[config.mk]
export PLATFORM = sky130hd
export DESIGN_NAME = lbl_fifo
export DESIGN_NICKNAME = d
export VERILOG_FILES = /design/src/hdl/lbl_pkg.sv /design/src/hdl/lbl_fifo.sv
export SDC_FILE = /design/constraint.sdc
export NUM_CORES = 1
export LEC_CHECK = 0
export BUFFER_PORTS_ARGS = -buffer_cell sky130_fd_sc_hd__buf_2
export CELL_PAD_IN_SITES_DETAIL_PLACEMENT = 1
export CELL_PAD_IN_SITES_GLOBAL_PLACEMENT = 1
export CORE_MARGIN = 1.5
export CORE_UTILIZATION = 50
export CTS_CLUSTER_DIAMETER = 120
export DETAILED_ROUTE_END_ITERATION = 8
export PLACE_DENSITY_LB_ADDON = 0.3
export RECOVER_POWER = 25
export SYNTH_ARGS = -nofsm -noshare
export SYNTH_HDL_FRONTEND = slang
export SYNTH_SLANG_ARGS = --single-unit
[constraint.sdc]
create_clock -name clk -period 3.6 [get_ports clk]
set_clock_uncertainty 0.2 [all_clocks]
set_input_delay 0.18 -clock clk [delete_from_list [all_inputs] [get_ports clk]]
set_output_delay 0.18 -clock clk [all_outputs]
set_load 0.1 [all_outputs]
[src/hdl/lbl_pkg.sv]
// lbl_pkg: shared constants and types for the spectrum bin log bar level core
// no dependencies; used by every module of the block
`default_nettype none

package lbl_pkg;

  localparam int BINS           = 256;
  localparam int DISPLAY_HEIGHT = 70;
  localparam int DISPLAY_WIDTH  = 480;

  // bins are a power of two: the bin is taken modulo BINS by truncation
  localparam int BIN_W   = $clog2(BINS);
  localparam int IDX_W   = 8;
  localparam int PART_W  = 20;
  localparam int MAG_W   = 20;
  localparam logic [MAG_W-1:0] MAG_MAX = {MAG_W{1'b1}};

  localparam int RATIO_SCALE = 1000;
  localparam int RATIO_W     = $clog2(RATIO_SCALE + 1);
  localparam int NUM_W       = MAG_W + RATIO_W;

  localparam int FRAC_BITS = 16;
  localparam int EXP_W     = $clog2(RATIO_W);
  localparam int L2_W      = EXP_W + FRAC_BITS;
  localparam int MANT_W    = 31;
  localparam int SHIFT_W   = $clog2(MANT_W);

  localparam int LN2_Q16     = 45426;
  localparam int LOG_DIV     = 69;
  localparam int HEIGHT_K    = LN2_Q16 * DISPLAY_HEIGHT * 10;
  localparam int K_W         = $clog2(HEIGHT_K + 1);
  localparam int PROD_W      = L2_W + K_W;
  localparam int PROD_SHIFT  = 32;
  localparam int Q_W         = PROD_W - PROD_SHIFT;
  localparam int RECIP_SHIFT = 21;
  localparam int RECIP       = (2 ** RECIP_SHIFT + LOG_DIV - 1) / LOG_DIV;
  localparam int RECIP_W     = $clog2(RECIP + 1);
  localparam int CLAMP_Q     = LOG_DIV * DISPLAY_HEIGHT;

  localparam int HEIGHT_W = 7;
  localparam int COL_W    = 9;
  localparam int COLP_W   = BIN_W + 1 + $clog2(DISPLAY_WIDTH + 1);

  localparam int FIFO_DEPTH = 4;
  localparam int FIFO_AW    = $clog2(FIFO_DEPTH);

  typedef struct packed {
    logic [BIN_W-1:0] bin;
    logic [MAG_W-1:0] mag;
    logic [MAG_W-1:0] peak;
  } item_t;

  typedef struct packed {
    logic [BIN_W-1:0] bin;
    logic             zero;
  } tag_t;

endpackage

`default_nettype wire

[src/hdl/lbl_fifo.sv]
// lbl_fifo: short queue between the front and back parts
// depends on lbl_pkg
`default_nettype none

module lbl_fifo (
  input  wire logic           clk,
  input  wire logic           rst,
  input  wire logic           push_valid,
  output logic                push_ready,
  input  wire lbl_pkg::item_t push_data,
  output logic                pop_valid,
  input  wire logic           pop_ready,
  output lbl_pkg::item_t      pop_data
);

  lbl_pkg::item_t              slots [lbl_pkg::FIFO_DEPTH];
  logic [lbl_pkg::FIFO_AW-1:0] wr_ptr;
  logic [lbl_pkg::FIFO_AW-1:0] rd_ptr;
  logic [lbl_pkg::FIFO_AW:0]   count;
  logic                        push;
  logic                        pop;

  assign push_ready = (count != (lbl_pkg::FIFO_AW + 1)'(lbl_pkg::FIFO_DEPTH));
  assign pop_valid  = (count != '0);
  assign push       = push_valid && push_ready;
  assign pop        = pop_valid && pop_ready;
  assign pop_data   = slots[rd_ptr];

  always_ff @(posedge clk) begin
    if (push) begin
      slots[wr_ptr] <= push_data;
    end
  end

  always_ff @(posedge clk) begin
    if (rst) begin
      wr_ptr <= '0;
      rd_ptr <= '0;
      count  <= '0;
    end else begin
      if (push) begin
        wr_ptr <= wr_ptr + 1'b1;
      end
      if (pop) begin
        rd_ptr <= rd_ptr + 1'b1;
      end
      if (push && !pop) begin
        count <= count + 1'b1;
      end else if (pop && !push) begin
        count <= count - 1'b1;
      end
    end
  end

endmodule

`default_nettype wire

==> results of run 1 <==
-- flip-flops by register name, indices dropped and copies added, names as in the netlist, named ones only --
register	count
count	3
slots	192
wr_ptr	2
rd_ptr	2
-- cell usage after synthesis, types with 2 or more instances --
master and number:
xor2_1 4, clkbuf_1 3, ha_1 5, buf_6 3, buf_2 3, mux4_2 48, edfxtp_1 192, dfxtp_1 9
inv_1 3, buf_4 2, nor2_1 8, nand2b_1 2, or3_1 2, mux2i_1 2, and2_1 4
-- power groups by stage --
stage / combinational [W] / sequential [W] / clock, W
6_report: 0.00324 / 0.00303 / 0.00194
5_1_grt: 0.00335 / 0.00307 / 0.00206
4_1_cts: 0.00327 / 0.00304 / 0.00199
3_5_place_dp: 0.00322 / 0.00308 / 0
3_3_place_gp: 0.00319 / 0.00306 / 0
2_1_floorplan: 0.00284 / 0.00295 / 0
-- metal layers --
| metal | routed length, um | track usage |
|---|---|---|
| met1 | 6060 | 0.256 |
| met2 | 7590 | 0.341 |
| met3 | 631 | 0.0326 |
| met4 | 293 | 0.0561 |
| met5 | 0 | 0 |
-- worst paths after layout --
check                 end  depth (start not counted)          start  slack [ns]
max          pop_data[40]                          3           flop        0.80
min          slots[2][11]                          2  push_data[11]        0.28
max reg2reg      count[2]                          8       count[0]        1.10
min reg2reg     wr_ptr[1]                          2      wr_ptr[1]        0.34
-- layout make-up --
type                       instances  area [sq um]
sequential                       201          5950
fill                            1228          5230
multi-input combinational         83          1360
timing repair buffer             162          1090
clock buffer                      25           541
tap                              184           230
clock inverter                     9          75.1
inverter                           3          11.3
-- logic make-up after synthesis --
logic type / after synthesis
flops: 201
mux: 51
simple gates: 17
buf+inv: 14
fa+ha+maj: 6
compound gates: 5
xor+xnor: 4
-- metrics by stage --
stage	hold WS (ns)	std cells
after floorplan	0.0789	298
after global placement	0.190	582
after detailed placement	0.196	582
after CTS	0.233	667
after global routing	0.291	667
final	0.277	667
==> metrics.md, run 1 <==
| Metric | Value |
|---|---|
| Logic pwr share | 0.395 |
| Worst path arrival time | 2.42 ns |
| Router iterations before antenna repair | 4 |
| Slew headroom | 0.526 |
| # Max-Cap Violations | 0 |
| Worst path buffer plus inverter count | 2 |
| Fraction of layout cells with a size suffix above 1 | 0.337 |
| DR WL/cell | 21.8 um |
| Pre-CTS WS | 1.14 ns |
| Vias | 3638 |
| Core area | 14500 sq um |
| # IOs | 102 |
| Share of the synthesized area in the top cell type | 0.781 |
| Post-route ant nets | 0 |
| IO Port Bufs | 101 |
| Required time of the critical path | 3.22 ns |
| F_max | 358 MHz |
| Worst-Margin Slew | 0.712 ns |
| XOR/XNOR Fraction of Synth Area | 0.00474 |
| Register bit count reported by yosys | 201 |
| Flop pwr share | 0.369 |
| Routed WL | 14600 um |
| GP Congestion | 0.702 |
| Fin util | 0.639 |
| Fin nets | 529 |
| Residual DRC | 0 |
| TritonCTS Buffers | 20 |
| DR iter-0 viols | 183 |
| Clock Path Buffers | 3 |
| CP max FO | 26 |
| Final hold vios | 0 |
| Delay-heaviest family, CP | flip-flops |
| RSZ-0062 raised after global routing | no |
| Synth Area in Compound Gates | 0.00508 |
| Adder-cell share of the synthesized area | 0.0112 |
| Area Overhead vs Synth | 25.3% |
| Most used DFF post-synth | edfxtp_1 |
| Skew-Pair Late Insertion Delay | 0.48 ns |
| Final Max Slew Viols | 0 |
| Clock root buffer | clkbuf_16 |
| Die Width | 125 um |
| Via density per instance | 5.45 |
| Minimum clock period | 2.80 ns |
| Tcrit/Tclk final | 0.777 |
| Main combinational cell family by area after synthesis | multiplexers |
| Vias in the first global route | 4033 |
| Initial antenna violation count | 0 |
| Most common cell after layout, fill and taps aside | edfxtp_1 |
| Clock sinks | 201 |
| Syn nets | 356 |
| Crit-path slowest cell | dfxtp_4 |
| Net switching share of the total power | 0.426 |
| Cell Int Power | 0.00471 W |
| Worst Hold Class | primary input to flop |
| # Post-CTS Setup Buffers | 0 |
| Post-Syn Area per Cell | 24.8 sq um |
| Most frequent cells in the layout | edfxtp_1 (192), buf_2 (70), dlygate4sd3_1 (51), mux4_2 (48), clkbuf_1 (35) |
| Reg clk slew, reported paths | 0.06 ns |
| EDFF count, synth | 192 |
| Slowest stage delay, CP | 0.70 ns |
| Synth warn | 0 |
| Die area | 15500 sq um |
| Setup ws final | 0.803 ns |
| H-tree Lvls | 1 |
| DP Area | 8170 sq um |
| Clock power share | 0.237 |
| Post-synthesis simple-gate area fraction | 0.0114 |
| Mux share of post-synthesis cell area | 0.151 |
| Ys async rst share | 0 |
| Synth area leaders | edfxtp_1 (78%), mux4_2 (15%), dfxtp_1 (2.4%) |
| Largest net degree at the start of global routing | 39 |
| CTS Hold Bufs | 51 |
| Synth cell types | 23 |
| PD cells | 887 nW/um^2 |
| Switching power | 0.00350 W |
| Remaining Overflow, GRT | 0 |
| CTS tree | built |
| Antenna cell count | 0 |
| Power consumption | 0.00821 W |
| Status | completed |
| Setup Viol. Count Final | 0 |
| Setup crit start kind | flop |
| Initial core utilization | 0.510 |
| Yosys top cell by area | edfxtp_1 |
| Fin area | 9250 sq um |
| Worst setup EP type | output pin |
| # resized after CTS | 0 |
| CP cell instances | buf_4 > mux4_2 > buf_2 |
| Total GRT Usage | 0.195 |
| Post-route setup TNS | 0 ns |
| Netlist Area Pre-Place | 7380 sq um |
| Sequential area share after synthesis | 0.805 |
| Leakage power | 3.10 nW |
| Syn Inst Count | 298 |
| Worst vdd ir | 0.000629 V |
| First-pass GRT wire length | 23000 um |
| Die span in y | 125 um |
| Dpl hpwl | 8870 um |
| Row cnt | 44 |
| WS Path Type | flop to output pin |
(Power assumes the default switching activity.)
==> run 2, diff against run 1 <==
ABC_AREA = 1   (was not set)
CORE_UTILIZATION = 43   (was 50)
clock period = 2.45 ns   (was 3.6 ns; I/O delays follow)
==> run 2 against run 1 <==
Against the previous run: sequential cell count is the same; first-iteration DRC count grew 57%; sequential power grew 43%; via count grew 35%; wire length grew 30%; register-to-register slack lost 0.79 ns; global-route usage grew 1.3 points; combinational power grew 110%; critical path type unchanged; critical endpoint is now pop_data[12]; largest cell class unchanged; highest routed layer unchanged.
==> metrics.md, run 2 <==
| Metric | Value |
|---|---|
| Status | completed |
| Post-route ant nets | 0 (unchanged) |
| Layout fillers | 1629 (+33%) |
| Sequential area share after synthesis | 0.776 (-0.0288) |
| Fin area | 10600 sq um (+14%) |
| Core area | 17400 sq um (+20%) |
| Vias in the first global route | 5538 (+37%) |
| Post-route setup TNS | 0 ns (unchanged) |
| Hold Crit Start | rst |
| Ys async rst share | 0 (unchanged) |
| Largest net degree at the start of global routing | 97 (+150%) |
| Worst vdd ir | 0.00118 V (+87%) |
| Most frequent cells in the layout | edfxtp_1 (192), nor2_1 (96), o21ai_0 (88), dlygate4sd3_1 (52) |
| RSZ-0062 raised after global routing | no |
| Most common cell after layout, fill and taps aside | edfxtp_1 |
| Worst Hold Class | primary input to flop |
| CTS tree | built |
| Worst path arrival time | 2.02 ns (-0.40 ns) |
| Crit-path slowest cell | dfxtp_4 |
| EDFF count, synth | 192 (unchanged) |
| F_max | 427 MHz |
| Post-Syn Area per Cell | 14.4 sq um (-42%) |
| Die area | 18600 sq um (+20%) |
| Delay-heaviest family, CP | buffers and inverters |
| Synth area leaders | edfxtp_1 (75%), o21ai_0 (5.8%), nor2_1 (4.9%) |
| Reg clk slew, reported paths | 0.06 ns (about the same) |
| Antenna cell count | 0 (unchanged) |
| Total GRT Usage | 0.208 (+0.0129) |
| DR iter-0 viols | 287 (+57%) |
| DR WL met2 | 9940 um (+31%) |
| Routed WL | 18900 um (+30%) |
| Tcrit/Tclk final | 0.957 |
| Most numerous cell in the Yosys netlist | edfxtp_1 |
| Die span in y | 136 um (+9.6%) |
| DR WL/cell | 20.2 um (-7.6%) |
| Setup Viol. Count Final | 0 (unchanged) |
| # Max-Cap Violations | 0 (unchanged) |
| Fraction of layout cells with a size suffix above 1 | 0.266 (-0.0710) |
| Synth warn | 0 (unchanged) |
| Remaining Overflow, GRT | 0 (unchanged) |
| Clock Path Buffers | 3 (unchanged) |
| Initial antenna violation count | 0 (unchanged) |
| Via density per instance | 5.25 (-3.7%) |
| Synth cell types | 24 (+4.3%) |
| Skew-Pair Late Insertion Delay | 0.50 ns (+0.02 ns) |
| Worst-Margin Slew | 0.502 ns (-0.210 ns) |
| CP max FO | 65 (+150%) |
| Fin util | 0.610 (-0.0287) |
| Register bit count reported by yosys | 201 (unchanged) |
| Minimum clock period | 2.34 ns |
| Top routing layer used | met4 |
| Commonest cells in the netlist | edfxtp_1 (192), nor2_1 (100), o21ai_0 (88) |
| Largest reg by FF count | slots |
| Vias | 4929 (+35%) |
| Syn Inst Count | 533 (+79%) |
| WS Path Type | flop to output pin |
| PD cells | 1340 nW/um^2 (+51%) |
| Setup crit start kind | flop |
| DRT met1 WL | 7990 um (+32%) |
| Area Overhead vs Synth | 38.4% |
| Share of the synthesized area in the top cell type | 0.753 (-0.0279) |
| Final hold slack | 0.185 ns (-0.0924 ns) |
| Die Width | 136 um (+9.6%) |
| Router iterations before antenna repair | 4 (unchanged) |
| Fin nets | 759 (+43%) |
| Netlist Area Pre-Place | 7660 sq um (+3.7%) |
| Routed met3 length | 626 um (-0.79%) |
| Most used DFF post-synth | edfxtp_1 |
| First-pass GRT wire length | 29400 um (+28%) |
| IO Port Bufs | 101 (unchanged) |
| Slew headroom | 0.668 (+0.142) |
| Clock sinks | 201 (unchanged) |
| Required time of the critical path | 2.13 ns (-1.09 ns) |
| Final hold vios | 0 (unchanged) |
| TritonCTS Buffers | 23 (+15%) |
| Max reg flops | 192 (unchanged) |
| Slowest stage delay, CP | 0.37 ns (-0.33 ns) |
| Initial core utilization | 0.441 (-0.0688) |
| DP Area | 9410 sq um (+15%) |
| H-tree Lvls | 1 (unchanged) |
| CP cell instances | inv_8 > buf_4 > o21ai_0 > o22ai_2 > buf_12 |
| Clock root buffer | clkbuf_16 |
| Worst setup EP type | output pin |
| Syn nets | 591 (+66%) |
| Top Registers | slots x192, count x3 |
| Worst reg2reg path startpoint | count[0] |
| Row cnt | 48 (+9.1%) |
| Residual DRC | 0 (unchanged) |
| Yosys top cell by area | edfxtp_1 |
| Leakage power | 3.74 nW (+20%) |
| GP Congestion | 0.768 (+9.4%) |
| Dpl hpwl | 11300 um (+27%) |
| # IOs | 102 (unchanged) |
| Worst path buffer plus inverter count | 3 (+1) |
| Final Max Slew Viols | 0 (unchanged) |
[run 2: cell count changes after synthesis, moves of 5 or more]
cell and change:
o22ai_1 +48, nand2_1 +14, o21ai_1 +9, mux4_2 -48, inv_1 +11, clkbuf_2 +5, o21ai_0 +87, nor2_2 +10
buf_2 +5, nor2_1 +92
[run 2: area by class of cell]
class / instances / area, sq um / area share
clock buffers: 26 / 587 / 0.0554
multi-input cells: 285 / 1760 / 0.166
clock inverters: 11 / 78.8 / 0.00744
flip-flops and latches: 201 / 5950 / 0.562
repair buffers: 174 / 1870 / 0.176
inverters: 16 / 70.1 / 0.00661
well taps: 225 / 282 / 0.0266
[run 2: final timing paths]
kind                  end  slack (ns)  cells after the start
min             rd_ptr[0]        0.18                      3
min reg2reg          flop        0.31                      2
max          pop_data[12]        0.11                      5
max reg2reg      count[2]        0.31                     12
[run 2: worst register-to-register path, cell delays in order, from the launching register on]
cell and delay [ns]:
dfxtp_1 0.35, nor2_1 0.24, nand2_2 0.13, nand2_1 0.12, ha_1 0.17, inv_1 0.07, fa_1 0.39, inv_1 0.07
nand2_1 0.05, nand3_1 0.10, nand2_1 0.06, nand2_1 0.05, nor2_1 0.04
[run 2: what timing repair did]
action                                  CTS  global route
setup buffers                             0             2
gates resized for setup                   5             4
endpoints found under the setup margin   21            10
hold endpoints to repair                201             0
hold buffers                             52             0
[run 2: cells by family (layout without fill, tap and decap cells)]
kind of cell	count (synthesis)	after routing	synth area share
and+or+nand+nor	130	130	0.0681
buffers and inverters	47	227	0.0389
adders and majority gates	6	6	0.0108
xor gates and xnor gates	1	1	0.00114
DFF	201	201	0.776
AOI/OAI and AO/OA	148	148	0.105
[run 2: stage by stage]
| stage | total power [W] | setup slack (ns) | cells |
|---|---|---|---|
| detailed placement | 0.0111 | 0.301 | 847 |
| finish | 0.0142 | 0.106 | 938 |
| CTS | 0.0143 | 0.0125 | 936 |
| global route | 0.0147 | 0.0168 | 938 |
| global placement | 0.0110 | 0.406 | 847 |
| floorplan | 0.00890 | 0.0750 | 533 |
[run 2: layer usage]
layer,vias up,track usage
li1,2308,-
met3,30,0.0347
met4,0,0.0615
met5,-,0
met2,102,0.381
met1,2489,0.252
[run 2: power breakdown]
group / internal [W] / leakage (nW) / switching [W]
registers: 0.00418 / 1.83 / 0.000136
logic: 0.00209 / 1.58 / 0.00472
clock network: 0.00180 / 0.323 / 0.00127
total: 0.00808 / 3.74 / 0.00612
